**config.mk**
```make
export PLATFORM = sky130hd
export DESIGN_NAME = doubly_linked_list_engine_unit
export DESIGN_NICKNAME = d
export VERILOG_FILES = /design/src/hw/rtl/dll_pkg.sv /design/src/hw/rtl/dll_store.sv /design/src/hw/rtl/doubly_linked_list_engine_unit.sv
export SDC_FILE = /design/constraint.sdc
export NUM_CORES = 2
export LEC_CHECK = 0
export BUFFER_PORTS_ARGS = -buffer_cell sky130_fd_sc_hd__buf_2
export CORE_MARGIN = 1.5
export CORE_UTILIZATION = 25
export DETAILED_ROUTE_END_ITERATION = 10
export PLACE_DENSITY = 0.48
export SETUP_SLACK_MARGIN = 0.02
export SLEW_MARGIN = 10
export SYNTH_ARGS = -nofsm -noshare
export SYNTH_HDL_FRONTEND = slang
export SYNTH_HIERARCHICAL = 1
export SYNTH_SLANG_ARGS = --single-unit
```
**constraint.sdc**
```tcl
create_clock -name clk -period 9 [get_ports clk]
set_input_delay 1.35 -clock clk [delete_from_list [all_inputs] [get_ports clk]]
set_output_delay 1.35 -clock clk [all_outputs]
set_load 0.005 [all_outputs]
```
**src/hw/rtl/dll_pkg.sv**
```systemverilog
// Shared types, codes and defaults for the doubly linked list engine.
package dll_pkg;

  localparam int DEPTH_DEF       = 32;
  localparam int VALUE_WIDTH_DEF = 32;

  typedef enum logic [2:0] {
    REQ_INS_FRONT = 3'd0,
    REQ_INS_BACK  = 3'd1,
    REQ_INS_AT    = 3'd2,
    REQ_DEL_FRONT = 3'd3,
    REQ_DEL_BACK  = 3'd4,
    REQ_DEL_AT    = 3'd5,
    REQ_DUMP      = 3'd6,
    REQ_NONE      = 3'd7
  } req_t;

  typedef enum logic [1:0] {
    ST_OK      = 2'd0,
    ST_EMPTY   = 2'd1,
    ST_INVALID = 2'd2,
    ST_FULL    = 2'd3
  } status_t;

  typedef enum logic [2:0] {
    S_IDLE,
    S_FREE,
    S_FREE_D,
    S_SEEK,
    S_WALK,
    S_W1,
    S_W2
  } state_t;

  // Splice kind chosen when the transaction is accepted.
  typedef enum logic [2:0] {
    M_FRONT,
    M_BACK,
    M_MID,
    M_ONLY,
    M_FIRST,
    M_LAST
  } mode_t;

  typedef struct packed {
    logic [2:0]         req_type;
    logic signed [31:0] value;
    logic [5:0]         position;
  } in_item_t;

  typedef struct packed {
    logic [1:0]         status;
    logic signed [31:0] item_value;
    logic               last_item;
  } out_item_t;

endpackage

```
**src/hw/rtl/dll_store.sv**
```systemverilog
// Node store: value, next-link and prev-link memories with registered reads.
module dll_store import dll_pkg::*; #(
  parameter int DEPTH       = DEPTH_DEF,
  parameter int VALUE_WIDTH = VALUE_WIDTH_DEF,
  localparam int AW         = $clog2(DEPTH)
) (
  input  logic                   clk,
  input  logic                   rst_n,
  input  logic [AW-1:0]          rd_addr,
  output logic [VALUE_WIDTH-1:0] rd_val,
  output logic [AW-1:0]          rd_nxt,
  output logic [AW-1:0]          rd_prv,
  input  logic                   val_we,
  input  logic [AW-1:0]          val_addr,
  input  logic [VALUE_WIDTH-1:0] val_data,
  input  logic                   nxt_we,
  input  logic [AW-1:0]          nxt_addr,
  input  logic [AW-1:0]          nxt_data,
  input  logic                   prv_we,
  input  logic [AW-1:0]          prv_addr,
  input  logic [AW-1:0]          prv_data
);

  logic [VALUE_WIDTH-1:0] val_mem [DEPTH];
  logic [AW-1:0]          nxt_mem [DEPTH];
  logic [AW-1:0]          prv_mem [DEPTH];
  logic [DEPTH-1:0]       nxt_vld_r;

  // An unwritten next link still holds its place in the initial free chain.
  function automatic logic [AW-1:0] chain_next(input logic [AW-1:0] a);
    return (a == AW'(DEPTH - 1)) ? '0 : a + 1'b1;
  endfunction

  always_ff @(posedge clk) begin
    if (!rst_n) begin
      nxt_vld_r <= '0;
    end else if (nxt_we) begin
      nxt_vld_r[nxt_addr] <= 1'b1;
    end
  end

  always_ff @(posedge clk) begin
    if (val_we) begin
      val_mem[val_addr] <= val_data;
    end
    if (nxt_we) begin
      nxt_mem[nxt_addr] <= nxt_data;
    end
    if (prv_we) begin
      prv_mem[prv_addr] <= prv_data;
    end
    rd_val <= val_mem[rd_addr];
    rd_prv <= prv_mem[rd_addr];
    rd_nxt <= nxt_vld_r[rd_addr] ? nxt_mem[rd_addr] : chain_next(rd_addr);
  end

endmodule

```
**src/hw/rtl/doubly_linked_list_engine_unit.sv**
```systemverilog
// Top level of the doubly linked list engine: request sequencer over the node store.
//
//  channel  ports                         direction  transfer rule
//  request  start, busy, in_item          in         taken when start && !busy
//  result   out_valid, out_item           out        one cycle per result, no stall
//
// An insert at the front or back steps through S_FREE, S_FREE_D, S_W1 and
// S_W2; a failed request answers in the cycle after it is taken and frees the
// engine at once. Positional operations and the dump walk the list one node
// per cycle through the single read port of the node store, so the engine
// stays busy until the walk and any write-back after it are done, and only
// then takes the next request. A dump gives one result per cycle while it
// walks. Reset (rst_n, synchronous) empties the list and rebuilds the free
// chain through per-entry valid bits on the next links. The receiver cannot
// stall: every result is shown for exactly one cycle and must be taken.
module doubly_linked_list_engine_unit import dll_pkg::*; #(
  parameter int DEPTH       = DEPTH_DEF,
  parameter int VALUE_WIDTH = VALUE_WIDTH_DEF
) (
  input  logic      clk,
  input  logic      rst_n,
  input  logic      start,
  output logic      busy,
  input  in_item_t  in_item,
  output logic      out_valid,
  output out_item_t out_item
);

  localparam int AW = $clog2(DEPTH);
  localparam int CW = $clog2(DEPTH + 1);
  // Wide enough to compare a 6-bit position against count + 1.
  localparam int EW = ((CW > 6) ? CW : 6) + 1;

  // Sequencer state.
  state_t                 state_r, state_nxt;
  req_t                   req_r, req_nxt;
  mode_t                  mode_r, mode_nxt;
  logic [VALUE_WIDTH-1:0] v_r, v_nxt;
  logic [CW-1:0]          steps_r, steps_nxt;
  logic [AW-1:0]          cur_r, cur_nxt;

  // List bookkeeping.
  logic [AW-1:0]          head_r, head_nxt;
  logic [AW-1:0]          tail_r, tail_nxt;
  logic [CW-1:0]          count_r, count_nxt;
  logic [AW-1:0]          free_r, free_nxt;
  logic [AW-1:0]          fnext_r, fnext_nxt;

  // Fields of the node the walk stopped on.
  logic [AW-1:0]          node_r, node_nxt;
  logic [AW-1:0]          nn_r, nn_nxt;
  logic [AW-1:0]          np_r, np_nxt;
  logic [VALUE_WIDTH-1:0] nv_r, nv_nxt;

  logic                   out_valid_r, out_valid_nxt;
  out_item_t              out_item_r, out_item_nxt;

  // Store ports.
  logic [AW-1:0]          rd_addr;
  logic [VALUE_WIDTH-1:0] rd_val;
  logic [AW-1:0]          rd_nxt, rd_prv;
  logic                   val_we, nxt_we, prv_we;
  logic [AW-1:0]          val_addr, nxt_addr, prv_addr;
  logic [VALUE_WIDTH-1:0] val_data;
  logic [AW-1:0]          nxt_data, prv_data;

  // Decision taken on an accepted request.
  logic                   accept;
  logic                   dec_fail;
  status_t                dec_status;
  state_t                 dec_state;
  mode_t                  dec_mode;
  logic [AW-1:0]          dec_cur;
  logic [CW-1:0]          dec_steps;
  logic                   is_ins;
  logic                   empty, full;
  logic [EW-1:0]          pos_e, cnt_e;
  logic [VALUE_WIDTH-1:0] in_val;

  dll_store #(
    .DEPTH       (DEPTH),
    .VALUE_WIDTH (VALUE_WIDTH)
  ) u_store (
    .clk      (clk),
    .rst_n    (rst_n),
    .rd_addr  (rd_addr),
    .rd_val   (rd_val),
    .rd_nxt   (rd_nxt),
    .rd_prv   (rd_prv),
    .val_we   (val_we),
    .val_addr (val_addr),
    .val_data (val_data),
    .nxt_we   (nxt_we),
    .nxt_addr (nxt_addr),
    .nxt_data (nxt_data),
    .prv_we   (prv_we),
    .prv_addr (prv_addr),
    .prv_data (prv_data)
  );

  assign busy      = (state_r != S_IDLE);
  assign accept    = start && !busy;
  assign out_valid = out_valid_r;
  assign out_item  = out_item_r;

  assign empty  = (count_r == '0);
  assign full   = (count_r == CW'(DEPTH));
  assign pos_e  = EW'(in_item.position);
  assign cnt_e  = EW'(count_r);
  assign is_ins = (req_r == REQ_INS_FRONT) || (req_r == REQ_INS_BACK) ||
                  (req_r == REQ_INS_AT);
  // Stored values keep the low bits of the sign-extended input.
  assign in_val = VALUE_WIDTH'($signed(in_item.value));

  // Classify a new request: error status, or where the sequencer starts.
  always_comb begin
    dec_fail   = 1'b0;
    dec_status = ST_OK;
    dec_state  = S_IDLE;
    dec_mode   = M_FRONT;
    dec_cur    = head_r;
    dec_steps  = '0;
    case (req_t'(in_item.req_type))
      REQ_INS_FRONT, REQ_INS_BACK: begin
        if (full) begin
          dec_fail   = 1'b1;
          dec_status = ST_FULL;
        end else begin
          dec_state = S_FREE;
          dec_mode  = (in_item.req_type == REQ_INS_FRONT) ? M_FRONT : M_BACK;
        end
      end
      REQ_INS_AT: begin
        if (pos_e == '0 || pos_e > cnt_e + 1'b1) begin
          dec_fail   = 1'b1;
          dec_status = ST_INVALID;
        end else if (full) begin
          dec_fail   = 1'b1;
          dec_status = ST_FULL;
        end else begin
          dec_state = S_FREE;
          if (pos_e == EW'(1)) begin
            dec_mode = M_FRONT;
          end else if (pos_e == cnt_e + 1'b1) begin
            dec_mode = M_BACK;
          end else begin
            dec_mode  = M_MID;
            dec_steps = CW'(pos_e - EW'(2));
          end
        end
      end
      REQ_DEL_FRONT, REQ_DEL_BACK, REQ_DEL_AT: begin
        if (empty) begin
          dec_fail   = 1'b1;
          dec_status = ST_EMPTY;
        end else if (in_item.req_type == REQ_DEL_AT &&
                     (pos_e == '0 || pos_e > cnt_e)) begin
          dec_fail   = 1'b1;
          dec_status = ST_INVALID;
        end else begin
          dec_state = S_SEEK;
          if (in_item.req_type == REQ_DEL_BACK) begin
            dec_cur = tail_r;
          end else if (in_item.req_type == REQ_DEL_AT) begin
            dec_steps = CW'(pos_e - EW'(1));
          end
          if (count_r == CW'(1)) begin
            dec_mode = M_ONLY;
          end else if (in_item.req_type == REQ_DEL_FRONT ||
                       (in_item.req_type == REQ_DEL_AT && pos_e == EW'(1))) begin
            dec_mode = M_FIRST;
          end else if (in_item.req_type == REQ_DEL_BACK ||
                       (in_item.req_type == REQ_DEL_AT && pos_e == cnt_e)) begin
            dec_mode = M_LAST;
          end else begin
            dec_mode = M_MID;
          end
        end
      end
      REQ_DUMP: begin
        if (empty) begin
          dec_fail   = 1'b1;
          dec_status = ST_EMPTY;
        end else begin
          dec_state = S_SEEK;
          dec_steps = count_r - 1'b1;
        end
      end
      default: begin
        dec_state = S_IDLE;
      end
    endcase
  end

  // Next state.
  always_comb begin
    state_nxt = state_r;
    case (state_r)
      S_IDLE:   state_nxt = accept ? dec_state : S_IDLE;
      S_FREE:   state_nxt = S_FREE_D;
      S_FREE_D: state_nxt = (mode_r == M_MID) ? S_SEEK : S_W1;
      S_SEEK:   state_nxt = S_WALK;
      S_WALK: begin
        if (steps_r == '0) begin
          state_nxt = (req_r == REQ_DUMP) ? S_IDLE : (is_ins ? S_FREE_D : S_W1);
          if (is_ins) begin
            state_nxt = S_W1;
          end
        end
      end
      S_W1:     state_nxt = S_W2;
      S_W2:     state_nxt = S_IDLE;
      default:  state_nxt = S_IDLE;
    endcase
  end

  // Datapath, store accesses and results.
  always_comb begin
    req_nxt       = req_r;
    mode_nxt      = mode_r;
    v_nxt         = v_r;
    steps_nxt     = steps_r;
    cur_nxt       = cur_r;
    head_nxt      = head_r;
    tail_nxt      = tail_r;
    count_nxt     = count_r;
    free_nxt      = free_r;
    fnext_nxt     = fnext_r;
    node_nxt      = node_r;
    nn_nxt        = nn_r;
    np_nxt        = np_r;
    nv_nxt        = nv_r;
    out_valid_nxt = 1'b0;
    out_item_nxt  = out_item_r;
    rd_addr       = cur_r;
    val_we        = 1'b0;
    val_addr      = free_r;
    val_data      = v_r;
    nxt_we        = 1'b0;
    nxt_addr      = free_r;
    nxt_data      = head_r;
    prv_we        = 1'b0;
    prv_addr      = free_r;
    prv_data      = free_r;
    case (state_r)
      S_IDLE: begin
        if (accept) begin
          req_nxt   = req_t'(in_item.req_type);
          mode_nxt  = dec_mode;
          v_nxt     = in_val;
          cur_nxt   = dec_cur;
          steps_nxt = dec_steps;
          if (dec_fail) begin
            out_valid_nxt = 1'b1;
            out_item_nxt  = '{status: dec_status, item_value: '0, last_item: 1'b1};
          end
        end
      end
      S_FREE: begin
        rd_addr = free_r;
      end
      S_FREE_D: begin
        fnext_nxt = rd_nxt;
        cur_nxt   = head_r;
      end
      S_SEEK: begin
        rd_addr = cur_r;
      end
      S_WALK: begin
        // Read data holds the fields of node cur_r.
        if (req_r == REQ_DUMP) begin
          out_valid_nxt = 1'b1;
          out_item_nxt  = '{status: ST_OK, item_value: 32'(rd_val),
                            last_item: (steps_r == '0)};
        end
        if (steps_r == '0) begin
          node_nxt = cur_r;
          nn_nxt   = rd_nxt;
          np_nxt   = rd_prv;
          nv_nxt   = rd_val;
        end else begin
          rd_addr   = rd_nxt;
          cur_nxt   = rd_nxt;
          steps_nxt = steps_r - 1'b1;
        end
      end
      S_W1: begin
        if (is_ins) begin
          val_we = 1'b1;
          case (mode_r)
            M_FRONT: begin
              prv_we   = 1'b1;
              nxt_we   = !empty;
              nxt_data = head_r;
            end
            M_BACK: begin
              prv_we   = 1'b1;
              prv_data = empty ? free_r : tail_r;
              nxt_we   = !empty;
              nxt_addr = tail_r;
              nxt_data = free_r;
            end
            default: begin
              nxt_we   = 1'b1;
              nxt_data = nn_r;
              prv_we   = 1'b1;
              prv_data = node_r;
            end
          endcase
        end else if (mode_r == M_MID) begin
          // Unlink the middle node from both neighbors.
          nxt_we   = 1'b1;
          nxt_addr = np_r;
          nxt_data = nn_r;
          prv_we   = 1'b1;
          prv_addr = nn_r;
          prv_data = np_r;
        end
      end
      S_W2: begin
        out_valid_nxt = 1'b1;
        if (is_ins) begin
          out_item_nxt = '{status: ST_OK, item_value: '0, last_item: 1'b1};
          count_nxt    = count_r + 1'b1;
          free_nxt     = fnext_r;
          case (mode_r)
            M_FRONT: begin
              prv_we   = !empty;
              prv_addr = head_r;
              head_nxt = free_r;
              if (empty) begin
                tail_nxt = free_r;
              end
            end
            M_BACK: begin
              tail_nxt = free_r;
              if (empty) begin
                head_nxt = free_r;
              end
            end
            default: begin
              nxt_we   = 1'b1;
              nxt_addr = node_r;
              nxt_data = free_r;
              prv_we   = 1'b1;
              prv_addr = nn_r;
            end
          endcase
        end else begin
          // Return the removed node to the front of the free chain.
          out_item_nxt = '{status: ST_OK, item_value: 32'(nv_r), last_item: 1'b1};
          nxt_we       = 1'b1;
          nxt_addr     = node_r;
          nxt_data     = free_r;
          free_nxt     = node_r;
          count_nxt    = count_r - 1'b1;
          case (mode_r)
            M_ONLY: begin
              head_nxt = '0;
              tail_nxt = '0;
            end
            M_FIRST: head_nxt = nn_r;
            M_LAST:  tail_nxt = np_r;
            default: head_nxt = head_r;
          endcase
        end
      end
      default: begin
        rd_addr = cur_r;
      end
    endcase
  end

  always_ff @(posedge clk) begin
    if (!rst_n) begin
      state_r     <= S_IDLE;
      head_r      <= '0;
      tail_r      <= '0;
      count_r     <= '0;
      free_r      <= '0;
      out_valid_r <= 1'b0;
    end else begin
      state_r     <= state_nxt;
      head_r      <= head_nxt;
      tail_r      <= tail_nxt;
      count_r     <= count_nxt;
      free_r      <= free_nxt;
      out_valid_r <= out_valid_nxt;
    end
  end

  always_ff @(posedge clk) begin
    req_r      <= req_nxt;
    mode_r     <= mode_nxt;
    v_r        <= v_nxt;
    steps_r    <= steps_nxt;
    cur_r      <= cur_nxt;
    fnext_r    <= fnext_nxt;
    node_r     <= node_nxt;
    nn_r       <= nn_nxt;
    np_r       <= np_nxt;
    nv_r       <= nv_nxt;
    out_item_r <= out_item_nxt;
  end

  // The list never holds more nodes than the store has.
  a_count_bound: assert property (@(posedge clk) disable iff (!rst_n)
    count_r <= CW'(DEPTH))
    else $error("entry count exceeds store depth");

  // The write-back pair always closes the transaction with one result.
  a_w2_result: assert property (@(posedge clk) disable iff (!rst_n)
    state_r == S_W2 |=> out_valid && !busy && out_item.last_item)
    else $error("write-back did not end the transaction");

  // A refused request leaves the list untouched.
  a_fail_stable: assert property (@(posedge clk) disable iff (!rst_n)
    out_valid && out_item.status != ST_OK |-> $stable(count_r) && $stable(free_r))
    else $error("failed request changed the list");

  // Inserts and deletes change the count only when their result is issued.
  a_count_step: assert property (@(posedge clk) disable iff (!rst_n)
    state_r != S_W2 |=> $stable(count_r))
    else $error("entry count moved outside write-back");

endmodule

```
==> out/metrics.cfg <==
[status]
outcome=finished, final reports clean

[floorplanning]
core_um2=246000
ios=81
die_height_um=500
dieArea_um2=250000
die_w_um=500
initial_utilization_pct=25.2
placementRows=182

[synthesis]
syn_area_per_cell_um2=20.8
yosys-top-cells-area=edfxtp_1, mux4_2, dfxtp_1
synth_seq_cells=1579
yosys_warnings=6
synth_fp_nets=3033
synth_area_leader_cell=edfxtp_1
yosys.area.top_type_share_pct=71.8
synth-edff-count=1480
synthMostInstantiatedCell=edfxtp_1
synth_flop_cell=edfxtp_1
yosysUniqueCellTypes=63
syn_area_um2=61900
synthTopCellsByCount=edfxtp_1, mux4_2, nor2_1
async_flop_share_pct=0
ys_seq_area_share_pct=75.0
synth_cells=2967

[sta]
relSlewSlack_pct=20.4
setup_violations=0
holdWs_ns=0.400
fmax_ghz=0.186
hold_viol_final=0
finClkSkew_ns=0.0476
min_period_ns=5.36
period_share_pct=59.6
fin_setup_tns_ns=0
slew_viol_final=0
rsz0062_at_grt=no
tightest_slew_ns=1.19

[final_layout]
area_growth_pct=16.0
final_layout_size_suffix_gt1_share_pct=28.0
filler_cell_count=24000
fin_nets=3192

[critical_path]
path_delay_family=buffers and inverters
crit_required_ns=9.67
slowest_delay_ns=0.89
end_kind=flip-flop
path_max_fanout=53
critPathLaunchType=flip-flop
critical_path_buf_inv_count=3
criticalPathCategory=flip-flop to flip-flop
r2r_setup_slack_ns=3.64
cp_cell_sequence=inv_1 > nor3_1 > a221o_4 > buf_4 > buf_4 > mux4_2 > mux4_2 > mux2_2
critical-path-slowest-cell=a221o_4
critPathArrivalTime_ns=6.04

[route]
dr_total_vias=30400
wl_per_cell_um=25.6
ant_nets=0
wirelength_um=166000
vias_per_cell=4.69
firstDrtPassIters=6
drtIter0Drc=3395
route.detailed.drc=0

[power]
vdd_drop_max_v=0.000293
p_clk_share_pct=30.3
power.density_nw_per_um2=306
seqPwrFrac_pct=41.1
p_sw_mw=6.40
sw_frac_of_total_pct=29.1
p_int_mw=15.6
p_leak_nw=21.9
comb_power_share_pct=28.6

[clock_tree]
postCtsResizedCells=0
cts_hold_buf=0
clkLatencyLatePin_ns=0.80
root_buffer=clkbuf_16
clk_pin_slew_ns=0.06
cts.sinks=1579
post-cts-setup-buffers=0
clockBufferDepth=3
htreeDepth=4
tritoncts.num_buffers=159
cts_tree=yes

[grt]
gr-usage-all-layers_pct=13.1
gr-total-overflow=0
grt_start_max_net_pins=94
grt_pass1_vias=31000
grt_pass1_wl_um=236000
antenna_found_initial=3

[place]
dpl.hpwl_um=85200
placement.io_buffers=80
place_congestion=0.758

[hold_path]
hold_class=flip-flop to flip-flop

[job]
drv_cap=0

[final timing paths]
| path | from | to | depth (start not counted) |
|---|---|---|---|
| setup / recovery | state_r[0] | u_store/rd_val[11] | 8 |
| hold / removal | u_store/rd_prv[2] | np_r[2] | 0 |
| setup reg to reg | state_r[0] | u_store/rd_val[11] | 8 |
| hold reg to reg | u_store/rd_prv[2] | np_r[2] | 0 |
[logic make-up after synthesis]
| logic type | after synthesis | share of synthesized area (%) |
|---|---|---|
| adder cells (fa/ha/maj) | 22 | 0.445 |
| AO/OA/AOI/OAI | 278 | 3.23 |
| flip-flops | 1579 | 75.0 |
| multiplexers | 511 | 16.8 |
| AND/OR/NAND/NOR | 379 | 2.91 |
| XOR/XNOR | 18 | 0.255 |
| buffers and inverters | 180 | 1.33 |
[routing by layer]
layer / vias up / GRT usage, % / routed length, um
met5: - / 0 / 0
met3: 191 / 1.95 / 7870
met1: 16600 / 19.2 / 78100
li1: 12700 / - / -
met2: 819 / 20.5 / 77600
met4: 0 / 2.76 / 2490
[registers in the layout (all words and copies together), names as in the netlist, 6 cells and up]
| name | count |
|---|---|
| u_store/val_mem | 1024 |
| u_store/nxt_mem | 160 |
| u_store/prv_mem | 160 |
| out_item | 35 |
| nv_r | 32 |
| u_store/nxt_vld_r | 32 |
| u_store/rd_val | 32 |
| v_r | 32 |
| count_r | 6 |
| steps_r | 6 |
[placed cells by master (no fill, tap or decap), types with 12 or more instances in the layout]
cell type     n
mux4_2      416
nand2_1      69
nor3_1       20
clkbuf_8     12
o21ai_0      41
mux2_2       51
nor2_1      140
nand3b_1     18
a21oi_1      51
a311oi_1     13
bufinv_16    12
ha_1         22
clkbuf_1     47
a221o_1      12
dfxtp_1      99
buf_4        71
clkinv_2     19
mux2i_1      44
xnor2_1      14
buf_2        80
a22oi_1      15
edfxtp_1   1480
nor2_4       34
o21a_1       33
nand3_1      31
clkinv_1     26
clkbuf_16   162
inv_1        22
a22o_1       33
[worst register-to-register path, stage by stage, from the launching register on]
cell	delay, ns
dfxtp_1	0.52
inv_1	0.18
nor3_1	0.84
a221o_4	0.89
buf_4	0.84
buf_4	0.78
mux4_2	0.46
mux4_2	0.46
mux2_2	0.28
[power groups by stage]
stage	sequential (mW)	clock [mW]	combinational (mW)
4_1_cts	9.04	6.83	6.46
2_1_floorplan	8.99	0	4.81
3_3_place_gp	9.19	0	6.40
5_1_grt	9.09	7.12	6.76
6_report	9.03	6.67	6.29
3_5_place_dp	9.19	0	6.44
[per-stage QoR]
step / utilization, % / total power [mW] / cell area [um^2] / setup WS (ns) / instances
2_1_floorplan: - / 13.8 / 61900 / 5.13 / 2967
3_3_place_gp: 27.0 / 15.6 / 66500 / 3.70 / 6185
3_5_place_dp: 27.0 / 15.6 / 66500 / 3.63 / 6185
4_1_cts: 29.2 / 22.3 / 71800 / 3.61 / 6480
5_1_grt: 29.2 / 23.0 / 71800 / 3.34 / 6480
6_report: 29.2 / 22.0 / 71800 / 3.64 / 6483
[layout make-up]
class	count	area, um^2	share of cell area (%)
Antenna cell	3	7.51	0.0105
Clock buffer	221	4400	6.12
Timing Repair Buffer	155	1010	1.41
Multi-Input combinational cell	1208	15000	20.8
Clock inverter	74	856	1.19
Inverter	23	86.3	0.120
Tap cell	3220	4030	5.61
Sequential cell	1579	46400	64.7
(Power assumes the default switching activity.)
